File: src/rtl/glos_pkg.sv
// glos_pkg: shared types and constants of the grid line-of-sight check block
// used by glos_ctrl, glos_dp and grid_line_of_sight_check_core
`timescale 1ns / 1ps
package glos_pkg;

  localparam int COORD_W = 10;
  localparam int FRAC_W  = 16;
  localparam int NUM_W   = COORD_W + FRAC_W;
  localparam int POS_W   = NUM_W + 1;
  localparam int DIST_W  = FRAC_W + 1;
  localparam int SQ_W    = 2 * DIST_W;

  typedef struct packed {
    logic       load;
    logic       ram_write;
    logic       div_init;
    logic       div_step;
    logic       advance;
    logic       issue;
    logic [1:0] sub;
  } glos_cmd_t;

  typedef struct packed {
    logic clear;
  } glos_sts_t;

endpackage

File: src/rtl/glos_ctrl.sv
// glos_ctrl: sequencer for write and segment check requests, output register
// depends on glos_pkg
`timescale 1ns / 1ps
module glos_ctrl #(
  parameter int SAMPLES = 200
) (
  input  logic               clk,
  input  logic               rst,
  input  logic               in_valid,
  output logic               in_stall,
  input  logic               command,
  output logic               out_valid,
  input  logic               out_stall,
  output logic               path_clear,
  output glos_pkg::glos_cmd_t cmd,
  input  glos_pkg::glos_sts_t sts
);

  localparam int NCAND    = 4 * SAMPLES;
  localparam int CW       = $clog2(NCAND + 1);
  localparam int DIV_LAST = 2;

  localparam logic [2:0] ST_IDLE  = 3'd0;
  localparam logic [2:0] ST_WRITE = 3'd1;
  localparam logic [2:0] ST_DIV   = 3'd2;
  localparam logic [2:0] ST_STEP  = 3'd3;
  localparam logic [2:0] ST_RUN   = 3'd4;
  localparam logic [2:0] ST_DRAIN = 3'd5;
  localparam logic [2:0] ST_DONE  = 3'd6;

  logic [2:0]    state, state_next;
  logic [CW-1:0] cnt, cnt_next;
  logic          out_free;

  assign in_stall = (state != ST_IDLE);
  assign out_free = !out_valid || !out_stall;

  always_comb begin
    state_next = state;
    cnt_next   = cnt;
    cmd        = '0;
    cmd.sub    = cnt[1:0];
    case (state)
      ST_IDLE: begin
        if (in_valid) begin
          cmd.load = 1'b1;
          cnt_next = '0;
          state_next = command ? ST_DIV : ST_WRITE;
        end
      end
      ST_WRITE: begin
        cmd.ram_write = 1'b1;
        state_next = ST_DONE;
      end
      ST_DIV: begin
        if (cnt == '0) begin
          cmd.div_init = 1'b1;
          cnt_next = cnt + 1'b1;
        end else begin
          cmd.div_step = 1'b1;
          if (cnt == CW'(DIV_LAST)) begin
            cnt_next = '0;
            state_next = ST_STEP;
          end else begin
            cnt_next = cnt + 1'b1;
          end
        end
      end
      ST_STEP: begin
        cmd.advance = 1'b1;
        cnt_next = '0;
        state_next = ST_RUN;
      end
      ST_RUN: begin
        cmd.issue = 1'b1;
        if (cnt == CW'(NCAND - 1)) begin
          cnt_next = '0;
          state_next = ST_DRAIN;
        end else begin
          cmd.advance = (cnt[1:0] == 2'd3);
          cnt_next = cnt + 1'b1;
        end
      end
      ST_DRAIN: begin
        if (cnt == CW'(2)) begin
          state_next = ST_DONE;
        end else begin
          cnt_next = cnt + 1'b1;
        end
      end
      ST_DONE: begin
        if (out_free) begin
          state_next = ST_IDLE;
        end
      end
      default: begin
        state_next = ST_IDLE;
      end
    endcase
  end

  always_ff @(posedge clk) begin
    if (rst) begin
      state     <= ST_IDLE;
      cnt       <= '0;
      out_valid <= 1'b0;
    end else begin
      state <= state_next;
      cnt   <= cnt_next;
      if (state == ST_DONE && out_free) begin
        out_valid <= 1'b1;
      end else if (!out_stall) begin
        out_valid <= 1'b0;
      end
    end
  end

  always_ff @(posedge clk) begin
    if (state == ST_DONE && out_free) begin
      path_clear <= sts.clear;
    end
  end

endmodule

File: config.mk
export PLATFORM = sky130hd
export DESIGN_NAME = glos_ctrl
export DESIGN_NICKNAME = d
export VERILOG_FILES = /design/src/rtl/glos_pkg.sv /design/src/rtl/glos_ctrl.sv
export SDC_FILE = /design/constraint.sdc
export NUM_CORES = 1
export LEC_CHECK = 0
export BUFFER_PORTS_ARGS = -buffer_cell sky130_fd_sc_hd__clkbuf_2
export CORE_AREA = 2 2 52 54
export CTS_BUF_LIST = sky130_fd_sc_hd__clkbuf_16
export CTS_CLUSTER_DIAMETER = 200
export DETAILED_ROUTE_END_ITERATION = 8
export DIE_AREA = 0 0 54 56
export GPL_ROUTABILITY_DRIVEN = 0
export SYNTH_ARGS = -nofsm -noshare
export SYNTH_HDL_FRONTEND = slang
export SYNTH_SLANG_ARGS = --single-unit
File: constraint.sdc
create_clock -name clk -period 1.87 [get_ports clk]
set_clock_uncertainty 0.2 [all_clocks]
set_input_delay 0.374 -clock clk [delete_from_list [all_inputs] [get_ports clk]]
set_output_delay 0.374 -clock clk [all_outputs]
set_load 0.005 [all_outputs]
==> run metrics <==
Die X 54 um; status finished, violations left; max_slew headroom 76.4%; Hold WS 104 ps; Power Total 2.08 mW; synthesized flop and latch total 15; largest cells by area after synthesis dfxtp_1 29%, a21oi_1 4.7%, or3_1 4.6%, o21ai_0 4.2%, ha_1 3.9%; Synth area leader dfxtp_1; Synth Warn # 0; hold path depth 1; # IOs 17; max cap viols 0; DR WL/cell 16.1 um; post-route setup slack -197 ps; HP Class primary input to register; DRC Markers 0; CP Launch Type register; Seq/Total Area, Yosys 32.5%; placed cell area 1240 um^2; Detail Placement HPWL 1.80 mm; layout cells sized above 1 52.2%; critical path endpoint category output port; ANT cells 0; final net count 171; root buf cell clkbuf_16; vias 1107; first-pass GRT wire length 4.69 mm; final instance area 1500 um^2; CTS buffer count 3; Crit path largest cell delay 420 ps; fin crit period 2070 ps; library cells used by synthesis 43; Avg Cell Area, Syn 8.53 um^2; Max H-tree Level 1; RSZ-0062 raised after global routing yes; CP arrival 1490 ps; post-route ant nets 0; initial antenna violation count 0; cell area after synthesis 956 um^2; clock transition at the registers of the reported paths 50 ps; final setup fails 12; share of the synthesized area in the top cell type 29.3%; Cell Pwr Density 1380 nW/um^2; Area growth syn-to-layout 56.9%; Worst-Margin Slew 352 ps; static leakage 0.619 nW; Max clock buf depth 2; DRT iter0 DRCs 53; CP max stage cell dfxtp_1; CTS tree built; die height 56 um; syn nets 121; largest net degree at the start of global routing 15; Max Clk Rate 484 MHz; part of the cycle the worst path needs 111%; DR vias/cell 5.80; worst slack, placed -62.6 ps; crit-path cells and3_2, nand2_2, o21a_1, a32o_1, clkbuf_2; IO Port Bufs 16; CTS Sinks 15; worst skew pair latency 250 ps; Core Area 2430 um^2; worst vdd rail ir drop 0.000930 V; drt total wl 3.07 mm; type of the worst setup path register to output port; Post-Synthesis Cells 112; Tot GR Track Use 20.9%; row cnt 18; final hold viol count 0; fin. max-slew vios 0; fillers 204; critical-path maximum fanout 3; Starting Density 39.3%; Detailed Routing Iterations Pass 1 4; Worst Path Required 1300 ps; Setup TNS -517 ps; number of global-route vias before repair 992; grt ovf 0; failing checks setup timing; R2R depth 6; Die ar. 3020 um^2
[final timing paths]
check / startpoint / end / slack (ps)
min reg2reg: cnt[1]$_SDFFE_PP0P_ / cnt[1]$_SDFFE_PP0P_ / 390
max: cnt[4]$_SDFFE_PP0P_ / cmd[3] / -200
min: sts / path_clear$_DFFE_PP_ / 100
max reg2reg: cnt[4]$_SDFFE_PP0P_ / cnt[8]$_SDFFE_PP0P_ / -50
[Yosys cell counts]
master and number:
a32o_1 1, inv_2 1, o211ai_2 1, a2111oi_2 1
o32a_1 1, nand3_2 2, nor3_1 3, nor4_4 1
a21boi_0 1, o21bai_4 1, o21a_1 5, nor3b_1 2
inv_1 5, clkbuf_1 2, o21ai_0 8, nand3_1 5
or4_1 2, buf_4 2, o31a_1 1, mux2i_1 1
nor2b_1 1, and3_2 1, and2_1 1, ha_1 3
nand2_2 1, a41oi_1 1, a211oi_1 1, a31oi_1 1
nor2_1 8, nand3b_1 1, and3_1 1, nand4_1 1
buf_2 1, a21oi_1 9, nor4_2 1, xnor2_1 2
o31ai_1 2, buf_6 1, edfxtp_1 1, nand2_1 6
dfxtp_1 14, or3_1 7, a2111oi_1 1
[cell type report]
type / instances / area, um^2 / area share, %
multi-input combinational: 87 / 689 / 46.0
inverter: 6 / 22.5 / 1.50
clock inverter: 1 / 3.75 / 0.250
timing repair buffer: 49 / 350 / 23.4
sequential: 15 / 322 / 21.4
tap: 30 / 37.5 / 2.50
clock buffer: 3 / 75.1 / 5.00
[cell usage in the layout, fill, tap and decap left out, types with 3 or more instances in the layout]
cell       synthesis  routed
a21oi_1            9       9
o21ai_0            8       8
or3_1              7       4
ha_1               3       3
nand3_2            2       3
clkbuf_2           0      16
o21a_1             5       4
nand2_1            6       6
clkbuf_16          0       3
inv_1              5       5
buf_4              2      28
buf_6              1       4
nand3_1            5       4
dfxtp_2            0       9
dfxtp_1           14       5
nor2_1             8       7
or3_4              0       3
[cells by family after synthesis]
logic type,after synthesis,synth area share (%)
and+or+nand+nor,44,27.9
AOI/OAI and AO/OA,35,26.4
DFF,15,32.5
buffers and inverters,12,6.41
adders and majority gates,3,3.93
xor gates and xnor gates,2,1.83
muxes,1,1.05
[per-layer routing]
| metal | wire [um] | part of all wire, % | track usage (%) |
|---|---|---|---|
| met3 | 213 | 6.9 | 2.69 |
| met4 | 122 | 4.0 | 7.86 |
| met1 | 1260 | 41 | 28.8 |
| met2 | 1470 | 48 | 32.6 |
| met5 | 0 | 0 | 0 |
[state kept, by name (all words and copies together), names as in the netlist]
register and flops:
out_valid 1, state 3, path_clear 1, cnt 10
[per-stage QoR]
| stage | utilization (%) | cells |
|---|---|---|
| final | 61.7 | 191 |
| after global routing | 61.7 | 191 |
| after CTS | 58.7 | 188 |
| after detailed placement | 50.9 | 179 |
| after global placement | 50.9 | 179 |
| after floorplan | - | 112 |
[report_power, final]
group / total, mW / leakage, nW / switching (mW) / internal, mW
Sequential: 0.442 / 0.127 / 0.0588 / 0.384
Clock: 0.419 / 0.0423 / 0.136 / 0.283
Combinational: 1.21 / 0.450 / 0.621 / 0.593
Total: 2.08 / 0.619 / 0.815 / 1.26
[critical path, delay by kind of cell, from the launching register on]
kind / cells / cell delay (ps)
DFF: 1 / 420
AOI/OAI and AO/OA: 2 / 400
and+or+nand+nor: 2 / 310
buffers and inverters: 1 / 110
[timing repair]
action | CTS | global route
resized for setup | 21 | 11
endpoints found under the setup margin | 9 | 17
pin swaps | 7 | 5
buffers inserted | 4 | 2
gates cloned | 1 | 1
hold buffers | 0 | 0
endpoints found under the hold margin | 0 | 0
(Power assumes the default switching activity.)
